==> src/rtl/hlsa_pkg.sv <==
`timescale 1ns / 1ps

package hlsa_pkg;

	// hue angles in q16 degrees
	localparam logic [24:0] DEG60  = 25'd3932160;
	localparam logic [24:0] DEG120 = 25'd7864320;
	localparam logic [24:0] DEG180 = 25'd11796480;
	localparam logic [24:0] DEG240 = 25'd15728640;
	localparam logic [24:0] DEG360 = 25'd23592960;

	localparam logic [1:0] CFG_LIGHT = 2'd0;
	localparam logic [1:0] CFG_SAT   = 2'd1;

	typedef enum logic [1:0] {
		SEG_RISE,
		SEG_HIGH,
		SEG_FALL,
		SEG_LOW
	} seg_t;

	typedef struct packed {
		logic [7:0]  l;
		logic [18:0] sat_rem;
		logic [10:0] sat_den;
		logic [7:0]  sat_q;
		logic [18:0] hue_rem;
		logic [10:0] hue_den;
		logic [7:0]  hue_q;
	} div_t;

	typedef struct packed {
		logic [7:0] l;
		logic [7:0] s;
		logic [7:0] h;
	} hls_t;

	typedef struct packed {
		logic        grey;
		logic [7:0]  l;
		logic [16:0] hi;
		logic [16:0] lo;
		logic [24:0] hue;
	} rng_t;

endpackage

==> src/rtl/hlsa_adj.sv <==
`timescale 1ns / 1ps

module hlsa_adj (
	input  logic           clk,
	input  logic           arst_n,
	input  logic           en,
	input  logic           v_in,
	input  hlsa_pkg::hls_t d_in,
	input  logic [7:0]     light_pct,
	input  logic [7:0]     sat_pct,
	output logic           v_out,
	output hlsa_pkg::hls_t d_out
);
	import hlsa_pkg::*;

	function automatic logic signed [7:0] clamp(input logic [7:0] raw);
		logic signed [7:0] x;
		x = $signed(raw);
		if (x > 8'sd100) x = 8'sd100;
		if (x < -8'sd100) x = -8'sd100;
		return x;
	endfunction

	function automatic logic [14:0] scale(input logic [7:0] v, input logic signed [7:0] p);
		logic [6:0]        m;
		logic [7:0]        av;
		logic signed [7:0] sum;
		sum = 8'sd100 + p;
		m   = '0;
		av  = v;
		if (p > 8'sd0) begin
			m  = p[6:0];
			av = 8'd255 - v;
		end else if (p < 8'sd0) begin
			m = sum[6:0];
		end
		return {7'b0, av} * {8'b0, m};
	endfunction

	function automatic logic [7:0] div100(input logic [14:0] x);
		logic [27:0] pr;
		pr = {13'b0, x} * 28'd5243;
		return pr[26:19];
	endfunction

	logic signed [7:0] pl, ps;
	logic [14:0]       xl_s1, xs_s1;
	logic [7:0]        l_s1, s_s1, h_s1;
	logic              lpos_s1, lneg_s1, spos_s1, sneg_s1;
	logic              v_s1, v_s2;
	logic [7:0]        ql, qs;
	hls_t              res, d_s2;

	assign pl = clamp(light_pct);
	assign ps = clamp(sat_pct);

	always_ff @(posedge clk) begin
		if (en) begin
			xl_s1   <= scale(d_in.l, pl);
			xs_s1   <= scale(d_in.s, ps);
			l_s1    <= d_in.l;
			s_s1    <= d_in.s;
			h_s1    <= d_in.h;
			lpos_s1 <= pl > 8'sd0;
			lneg_s1 <= pl < 8'sd0;
			spos_s1 <= ps > 8'sd0;
			sneg_s1 <= ps < 8'sd0;
		end
	end

	always_comb begin
		ql    = div100(xl_s1);
		qs    = div100(xs_s1);
		res.h = h_s1;
		res.l = lpos_s1 ? l_s1 + ql : (lneg_s1 ? ql : l_s1);
		res.s = spos_s1 ? s_s1 + qs : (sneg_s1 ? qs : s_s1);
	end

	always_ff @(posedge clk) begin
		if (en) begin
			d_s2 <= res;
		end
	end

	always_ff @(posedge clk or negedge arst_n) begin
		if (!arst_n) begin
			v_s1 <= 1'b0;
			v_s2 <= 1'b0;
		end else if (en) begin
			v_s1 <= v_in;
			v_s2 <= v_s1;
		end
	end

	assign v_out = v_s2;
	assign d_out = d_s2;

endmodule

==> config.mk <==
export PLATFORM = sky130hd
export DESIGN_NAME = hlsa_adj
export DESIGN_NICKNAME = d
export VERILOG_FILES = /design/src/rtl/hlsa_pkg.sv /design/src/rtl/hlsa_adj.sv
export SDC_FILE = /design/constraint.sdc
export NUM_CORES = 1
export LEC_CHECK = 0
export ABC_CLOCK_PERIOD_IN_PS = 7600
export BUFFER_PORTS_ARGS = -buffer_cell sky130_fd_sc_hd__buf_2
export CORE_ASPECT_RATIO = 2
export CORE_MARGIN = 4
export CORE_UTILIZATION = 35
export DETAILED_ROUTE_END_ITERATION = 10
export PLACE_DENSITY = 0.61
export SETUP_SLACK_MARGIN = 0.15
export SYNTH_ARGS = -nofsm -noshare
export SYNTH_HDL_FRONTEND = slang
export SYNTH_SLANG_ARGS = --single-unit
export TNS_END_PERCENT = 1
==> constraint.sdc <==
create_clock -name clk -period 7.6 [get_ports clk]
set_clock_uncertainty 0.05 [all_clocks]
set_input_delay 0.38 -clock clk [delete_from_list [all_inputs] [get_ports clk]]
set_output_delay 0.38 -clock clk [all_outputs]
set_load 0.05 [all_outputs]
==> results of run 1 <==
-- cells in the mapped netlist, types with 3 or more instances --
cell type,instances
nand2b_1,4
xor2_1,31
o31ai_1,3
o41ai_1,4
o21bai_1,11
or2_2,20
ha_1,282
nand4_1,9
nand3_1,6
nor2b_1,6
xnor2_1,50
o31a_1,4
edfxtp_1,82
o21ai_0,23
clkbuf_1,3
nand2_1,39
inv_1,326
a211oi_1,4
o211ai_1,4
and3_1,5
a21oi_1,41
fa_1,196
buf_1,4
nor4_1,3
and2_1,3
o21a_1,13
nor3_1,10
mux2i_1,15
nor2_1,130
a21o_1,12
-- routing by layer --
layer	up-vias	GRT usage, %	routed length (um)
met1	4783	14.7	10100
met2	170	30.1	18100
li1	4600	-	-
met4	0	8.76	1880
met5	-	0	0
met3	83	1.25	685
-- sequential cells by signal (all words and copies together) (netlist names) --
name	cells
xl_s1	15
sneg_s1	1
xs_s1	15
s_s1	8
v_out	1
spos_s1	1
h_s1	8
d_out	24
v_s1	1
lneg_s1	1
l_s1	8
lpos_s1	1
-- worst reg2reg max path, stage by stage (launching register included) --
cell,delay (ns)
edfxtp_1,0.56
ha_1,0.39
inv_1,0.05
fa_1,0.47
inv_1,0.05
fa_1,0.49
inv_1,0.05
fa_1,0.49
fa_1,0.55
inv_1,0.04
ha_1,0.32
a21oi_1,0.16
nand2_1,0.09
a221oi_2,0.39
o21a_1,0.21
o221ai_1,0.16
a21oi_1,0.21
xnor2_1,0.23
ha_1,0.30
a21o_1,0.17
a21oi_1,0.24
o21bai_1,0.10
a21oi_1,0.27
o21bai_1,0.09
a21o_1,0.22
xnor2_1,0.13
o21ai_1,0.15
a211oi_2,0.09
-- placed cells by master (no fill, tap or decap), types with 2 or more instances in the layout --
master       n
a21oi_1     41
o21bai_1    11
nor2_1     130
a31oi_1      2
clkbuf_16    9
a21oi_2      2
o31a_1       4
nand3b_1     2
o21a_1      13
o21ai_0     23
a211oi_1     4
edfxtp_1    82
mux2_2       2
nor3_1      10
a21o_1      12
buf_4       12
mux2i_1     15
nand4_1      9
nand3_1      6
xnor2_1     50
inv_8        2
dfrtp_1      2
nand2_1     39
o41ai_1      4
or3_1        2
a211o_1      2
o211ai_1     4
and3_1       5
inv_1      326
nor2b_1      6
nor4_1       3
xor2_1      31
and2_1       3
fa_1       196
nand2b_1     4
buf_2       67
ha_1       282
or2_2       20
o31ai_1      2
-- layout make-up --
class | instances | area [um2] | area share (%)
multi-input combinational | 960 | 10400 | 66.9
clock buffer | 10 | 239 | 1.54
inverter | 326 | 1220 | 7.87
tap | 530 | 663 | 4.26
timing repair buffer | 80 | 435 | 2.80
sequential | 84 | 2510 | 16.1
clock inverter | 6 | 77.6 | 0.499
-- metrics by stage --
step / util (%) / setup WS [ns]
2_1_floorplan: - / 0.952
3_3_place_gp: 37.9 / 0.457
3_5_place_dp: 37.9 / 0.294
4_1_cts: 38.8 / 0.403
5_1_grt: 38.8 / 0.153
6_report: 38.8 / 0.598
-- worst paths after layout --
kind / startpoint / end / depth (start not counted)
max in group asynchronous: arst_n / v_out / 2
setup / recovery: xs_s1[8] / d_out[15] / 27
hold / removal: d_in[3] / h_s1[3] / 1
min in group asynchronous: arst_n / v_s1 / 2
hold reg to reg: h_s1[0] / d_out[0] / 0
setup reg to reg: xs_s1[8] / d_out[15] / 27
-- logic make-up (layout without fill, tap and decap cells) --
kind of cell / Yosys count / in the layout
AOI/OAI and AO/OA: 139 / 139
xor gates and xnor gates: 82 / 82
adders and majority gates: 478 / 478
buffers and inverters: 335 / 422
DFF: 84 / 84
muxes: 18 / 18
and+or+nand+nor: 243 / 243
-- repair_timing --
item / 4_1_cts / 5_1_grt
buffers inserted: 0 / 2
setup endpoints to repair: 0 / 1
hold buffers: 1 / 0
gates resized for setup: 0 / 1
hold endpoints to repair: 2 / 0
==> flow_metrics.py, run 1 <==
metrics = {
    "outcome": {
        "run_status": "finished, final reports clean",
    },
    "floorplanning": {
        "die_y_um": 293,
        "start_util_pct": 35.4,
        "die_w_um": 150,
        "core_area_um2": 40100,
        "ios": 69,
        "num_rows": 104,
        "die_area_um2": 44000,
    },
    "timing": {
        "min_period_ns": 7.00,
        "whs_ns": 0.135,
        "hold_viol": 0,
        "setup_viol": 0,
        "tightestPinTransition_ns": 0.803,
        "finalMaxSlewViolations": 0,
        "fin_setup_tns_ns": 0,
        "fmax_mhz": 143,
        "rsz0062_at_grt": "no",
        "relSlewSlack_pct": 46.5,
        "layout_worst_path_cycle_share_pct": 92.1,
    },
    "logic_synthesis": {
        "yosys_warnings": 0,
        "async_flop_share_pct": 2.38,
        "yosys.cell_types.count": 59,
        "syn_nets": 1901,
        "synth-simple-area-share_pct": 7.70,
        "synth-edff-count": 82,
        "ys_seq_area_share_pct": 17.7,
        "synthesis.area_um2": 14200,
        "synth_area_per_cell_um2": 10.3,
        "ys.flop_type": "edfxtp_1",
        "synth-xor-area-share_pct": 5.12,
        "synth_mux_area_share_pct": 1.30,
        "synthAdderAreaFrac_pct": 52.6,
        "synth_compound_area_share_pct": 6.65,
        "synth_top_area_share_pct": 27.7,
        "ys_ff_latch": 84,
        "synth_top_family_by_area": "adder cells",
        "yosysTopAreaCell": "fa_1",
        "synthCells": 1379,
        "netlist_top_cells_area": "fa_1 28%, ha_1 25%, edfxtp_1 17%",
    },
    "grt": {
        "antenna_found_initial": 0,
        "grt_first_pass_wirelength_um": 52300,
        "grt_pass1_vias": 10922,
        "gr-total-overflow": 0,
        "grt_use_total_pct": 15.1,
        "grt_max_degree": 58,
    },
    "clock_tree": {
        "insertion_delay_ns": 0.37,
        "cts_root_buf": "clkbuf_16",
        "cts_max_level": 3,
        "clk_path_buf_depth": 2,
        "clk_pin_slew_ns": 0.07,
        "clkSinkCount": 84,
        "cts_tree": "done",
        "numCtsBuffers": 9,
    },
    "finish": {
        "n_antenna_cell": 0,
        "nNetsFinal": 1983,
        "n_fill_cell": 4073,
        "design_area_um2": 15600,
        "area_growth_pct": 9.79,
        "drive_gt1_share_pct": 9.07,
        "finalNonFillerCells": 1996,
    },
    "worst_setup_path": {
        "critPathBufInv": 4,
        "critical-path-max-stage-delay_ns": 0.56,
        "path_max_fanout": 6,
        "start_kind": "register",
        "crit_required_ns": 7.64,
        "r2r_setup_slack_ns": 0.60,
        "cp_data_arrival_time_ns": 7.04,
        "path_class": "reg2reg",
        "cp_slowest_cell": "edfxtp_1",
        "cp_top_family": "adder cells",
        "end_kind": "register",
    },
    "routing": {
        "route.detailed.drc": 0,
        "drt_pass1_iterations": 6,
        "postRouteAntennaNets": 0,
        "via_per_inst": 4.83,
        "wirelength_um": 30800,
        "drt_iter0_markers": 313,
        "avgRoutedWirePerCell_um": 15.4,
        "via_count": 9636,
    },
    "placed_design": {
        "place_area_um2": 15200,
        "place_hpwl_um": 27400,
        "io_buffer_count": 68,
        "place_inst": 1977,
        "place_congestion": 0.887,
    },
    "min_path": {
        "hold_path_class": "in2reg",
    },
    "job": {
        "cap_violations": 0,
    },
}
Power of run 1 is not shown: default switching activity piles up to over one toggle a cycle in this logic, so the estimate is an artifact.
==> run 2: changes to the inputs <==
ABC_CLOCK_PERIOD_IN_PS = 7670   (was 7600)
clock period = 7.67 ns   (was 7.6 ns; I/O delays follow)
==> flow_metrics.py, run 2 (same netlist as run 1, synthesis figures left out) <==
metrics = {
    "finish": {
        "finalNonFillerCells": 1992,
        "drive_gt1_share_pct": 8.76,
        "largest_register_ffs": 24,
        "n_fill_cell": 4129,
        "n_antenna_cell": 0,
        "multi_input_area_um2": 10400,
        "final_cell_mix": "326 x inv_1, 282 x ha_1, 196 x fa_1",
        "design_area_um2": 15500,
        "area_growth_pct": 9.36,
        "nNetsFinal": 1979,
        "regArea_um2": 2510,
        "mostFrequentLayoutCell": "inv_1",
    },
    "clock_tree": {
        "insertion_delay_ns": 0.37,
        "cts_max_level": 3,
        "clk_path_buf_depth": 2,
        "cts_tree": "done",
        "clkSinkCount": 84,
        "numCtsBuffers": 9,
        "cts_root_buf": "clkbuf_16",
        "clk_pin_slew_ns": 0.07,
    },
    "floorplanning": {
        "num_rows": 104,
        "start_util_pct": 35.4,
        "core_area_um2": 40100,
        "die_w_um": 150,
        "ios": 69,
        "die_area_um2": 44000,
        "die_y_um": 293,
    },
    "timing": {
        "finalMaxSlewViolations": 0,
        "fmax_mhz": 141,
        "tightestPinTransition_ns": 0.777,
        "setup_viol": 0,
        "fin_setup_tns_ns": 0,
        "rsz0062_at_grt": "no",
        "min_period_ns": 7.11,
        "relSlewSlack_pct": 48.2,
        "layout_worst_path_cycle_share_pct": 92.7,
        "hold_viol": 0,
    },
    "routing": {
        "via_count": 9570,
        "postRouteAntennaNets": 0,
        "avgRoutedWirePerCell_um": 15.3,
        "drt_iter0_markers": 339,
        "drt_pass1_iterations": 4,
        "route.detailed.drc": 0,
        "wirelength_um": 30600,
        "via_per_inst": 4.80,
    },
    "min_path": {
        "hold_depth": 1,
        "hold_path_class": "in2reg",
    },
    "worst_setup_path": {
        "end_kind": "register",
        "cp_data_arrival_time_ns": 7.16,
        "path_class": "reg2reg",
        "start_kind": "register",
        "path_max_fanout": 6,
        "r2r_cells": 27,
        "crit_required_ns": 7.72,
    },
    "placed_design": {
        "place_hpwl_um": 27200,
        "io_buffer_count": 68,
        "place_area_um2": 15200,
        "place_inst": 1975,
        "place_congestion": 0.889,
    },
    "grt": {
        "grt_first_pass_wirelength_um": 51700,
        "grt_use_total_pct": 15.0,
        "gr-total-overflow": 0,
        "antenna_found_initial": 0,
        "grt_max_degree": 57,
        "grt_pass1_vias": 10847,
    },
    "job": {
        "cap_violations": 0,
    },
    "outcome": {
        "run_status": "finished, final reports clean",
    },
}
[run 2: layout make-up]
type	count	area share, %
clock buffers	9	1.45
clock inverters	7	0.428
well taps	530	4.28
repair buffers	76	2.62
flip-flops and latches	84	16.2
inverters	326	7.90
multi-input cells	960	67.1
[run 2: worst paths after layout]
kind | start | to | slack (ns)
setup / recovery | xs_s1[10] | d_out[15] | 0.56
hold / removal | d_in[5] | h_s1[5] | 0.13
setup reg to reg | xs_s1[10] | d_out[15] | 0.56
hold reg to reg | h_s1[3] | d_out[3] | 0.37
max in group asynchronous | arst_n | v_s1 | 7.19
min in group asynchronous | arst_n | v_out | 0.29
[run 2: metal layers]
metal  global-route usage, %  part of all wire, %  vias up
li1                        -                    -     4608
met1                    14.2                   34     4749
met2                    31.0                   60      150
met3                    1.25                  1.7       63
met4                    6.88                  4.4        0
met5                       0                    0        -
[run 2: stage by stage]
| step | worst slack, ns | hold slack [ns] | util [%] |
|---|---|---|---|
| after global placement | 0.572 | 0.118 | 37.9 |
| after CTS | 0.543 | 0.112 | 38.7 |
| after detailed placement | 0.389 | 0.121 | 37.9 |
| after floorplan | 1.02 | 0.0379 | - |
| after global routing | 0.226 | 0.121 | 38.7 |
| final | 0.560 | 0.134 | 38.7 |
[run 2: critical path, stage by stage (launching register included)]
cell,delay [ns]
edfxtp_1,0.57
ha_1,0.38
inv_1,0.06
fa_1,0.47
inv_1,0.05
fa_1,0.49
inv_1,0.05
fa_1,0.47
fa_1,0.55
inv_1,0.04
ha_1,0.32
a21oi_1,0.17
nand2_1,0.07
a221oi_1,0.52
o21a_1,0.23
o221ai_1,0.15
a21oi_1,0.20
xnor2_1,0.22
ha_1,0.31
a21o_1,0.17
a21oi_1,0.22
o21bai_1,0.10
a21oi_1,0.27
o21bai_1,0.10
a21o_1,0.21
xnor2_1,0.13
o21ai_1,0.16
a211oi_2,0.08
[run 2: timing repair]
action,4_1_cts,5_1_grt
hold buffers,1,0
hold endpoints to repair,2,0
resized for setup,0,0
buffers inserted,0,0
Power of run 2 is left out for the same reason.
==> run 3: changes to the inputs <==
REMOVE_ABC_BUFFERS = 1   (was default)
==> flow_metrics.py, run 3 (same netlist as run 1, synthesis figures left out) <==
metrics = {
    "outcome": {
        "run_status": "finished, final reports clean",
    },
    "clock_tree": {
        "clk_path_buf_depth": 2,
        "cts_hold_buffers": 1,
        "ctsResizeCount": 0,
        "post_cts_buffers": 0,
        "cts_root_buf": "clkbuf_16",
        "numCtsBuffers": 9,
        "cts_max_level": 3,
        "clk_pin_slew_ns": 0.07,
        "clkSinkCount": 84,
        "cts_tree": "done",
        "insertion_delay_ns": 0.36,
    },
    "finish": {
        "mostFrequentLayoutCell": "inv_1",
        "largest_register_ffs": 24,
        "regArea_um2": 2510,
        "final_cell_mix": "326 x inv_1, 282 x ha_1, 196 x fa_1",
        "nNetsFinal": 1981,
        "multi_input_area_um2": 10400,
        "n_antenna_cell": 0,
        "area_growth_pct": 9.56,
        "drive_gt1_share_pct": 8.88,
        "n_fill_cell": 4095,
    },
    "timing": {
        "hold_viol": 0,
        "whs_ns": 0.137,
        "setup_viol": 0,
        "layout_worst_path_cycle_share_pct": 92.0,
        "min_period_ns": 7.05,
        "fmax_mhz": 142,
        "finalMaxSlewViolations": 0,
        "fin_setup_tns_ns": 0,
        "tightestPinTransition_ns": 0.813,
        "relSlewSlack_pct": 45.8,
        "rsz0062_at_grt": "no",
    },
    "worst_setup_path": {
        "start_kind": "register",
        "cp_data_arrival_time_ns": 7.09,
        "path_class": "reg2reg",
        "critical-path-max-stage-delay_ns": 0.56,
        "crit_required_ns": 7.71,
        "end_kind": "register",
        "cp_slowest_cell": "edfxtp_1",
        "path_max_fanout": 6,
        "critPathBufInv": 4,
        "cp_top_family": "adder cells",
        "r2r_start": "xs_s1[8]",
        "cp-startpoint": "xs_s1[8]",
    },
    "floorplanning": {
        "die_area_um2": 44000,
        "die_y_um": 293,
        "ios": 69,
        "start_util_pct": 35.4,
        "die_w_um": 150,
        "num_rows": 104,
        "core_area_um2": 40100,
    },
    "grt": {
        "met3_usage_pct": 1.13,
        "grt_use_total_pct": 14.8,
        "antenna_found_initial": 0,
        "grtUsageMet1_pct": 14.4,
        "grt-busiest-layer": "met2",
        "grt_pass1_vias": 10722,
        "gr-total-overflow": 0,
        "use_met2_pct": 29.4,
        "grt_max_degree": 60,
        "grt_first_pass_wirelength_um": 51300,
    },
    "routing": {
        "avgRoutedWirePerCell_um": 15.2,
        "route.detailed.drc": 0,
        "wirelength_um": 30200,
        "via_per_inst": 4.77,
        "postRouteAntennaNets": 0,
        "drt_pass1_iterations": 4,
        "drt_iter0_markers": 295,
        "via_count": 9511,
    },
    "min_path": {
        "hp-start": "d_in[1]",
        "hold_path_class": "in2reg",
    },
    "placed_design": {
        "place_hpwl_um": 26900,
        "place_congestion": 0.881,
        "io_buffer_count": 68,
    },
    "job": {
        "cap_violations": 0,
    },
}
[run 3: cell types whose count changed in the layout (fill, tap and decap cells not counted), sizes merged]
cell	delta
buf	+2
bufinv	+1
clkinv	+1
clkinvlp	-1
inv	-1
[run 3: through the flow]
step	utilization, %	area, um2	std cells	worst slack (ns)
6_report	38.7	15500	1994	0.615
5_1_grt	38.7	15500	1994	0.244
4_1_cts	38.7	15500	1994	0.595
3_5_place_dp	37.9	15200	1977	0.373
3_3_place_gp	37.9	15200	1977	0.568
2_1_floorplan	-	14100	1370	0.217
[run 3: final timing paths]
check                       endpoint  slack (ns)  depth (start not counted)
max                        d_out[15]        0.62                         27
min                          h_s1[1]        0.14                          1
max reg2reg                d_out[15]        0.62                         27
min reg2reg                 d_out[1]        0.37                          0
max in group asynchronous       v_s1        7.19                          2
min in group asynchronous      v_out        0.29                          2
[run 3: worst register-to-register path: cells and delay by family (launching register included)]
kind	cells	cell delay, ns
AOI/OAI and AO/OA	13	2.51
xor gates and xnor gates	2	0.35
adders and majority gates	7	3.00
buffers and inverters	4	0.21
DFF	1	0.56
and+or+nand+nor	1	0.06
[run 3: layout make-up]
class	instances	share of cell area [%]
clock buffers	9	1.45
well taps	530	4.27
clock inverters	7	0.516
flip-flops and latches	84	16.2
inverters	326	7.88
repair buffers	78	2.71
multi-input cells	960	67.0
[run 3: metal layers]
metal | up-vias | wire length, um
li1 | 4599 | -
met1 | 4655 | 10300
met2 | 177 | 17500
met3 | 80 | 664
met4 | 0 | 1750
met5 | - | 0
Power of run 3 is left out for the same reason.
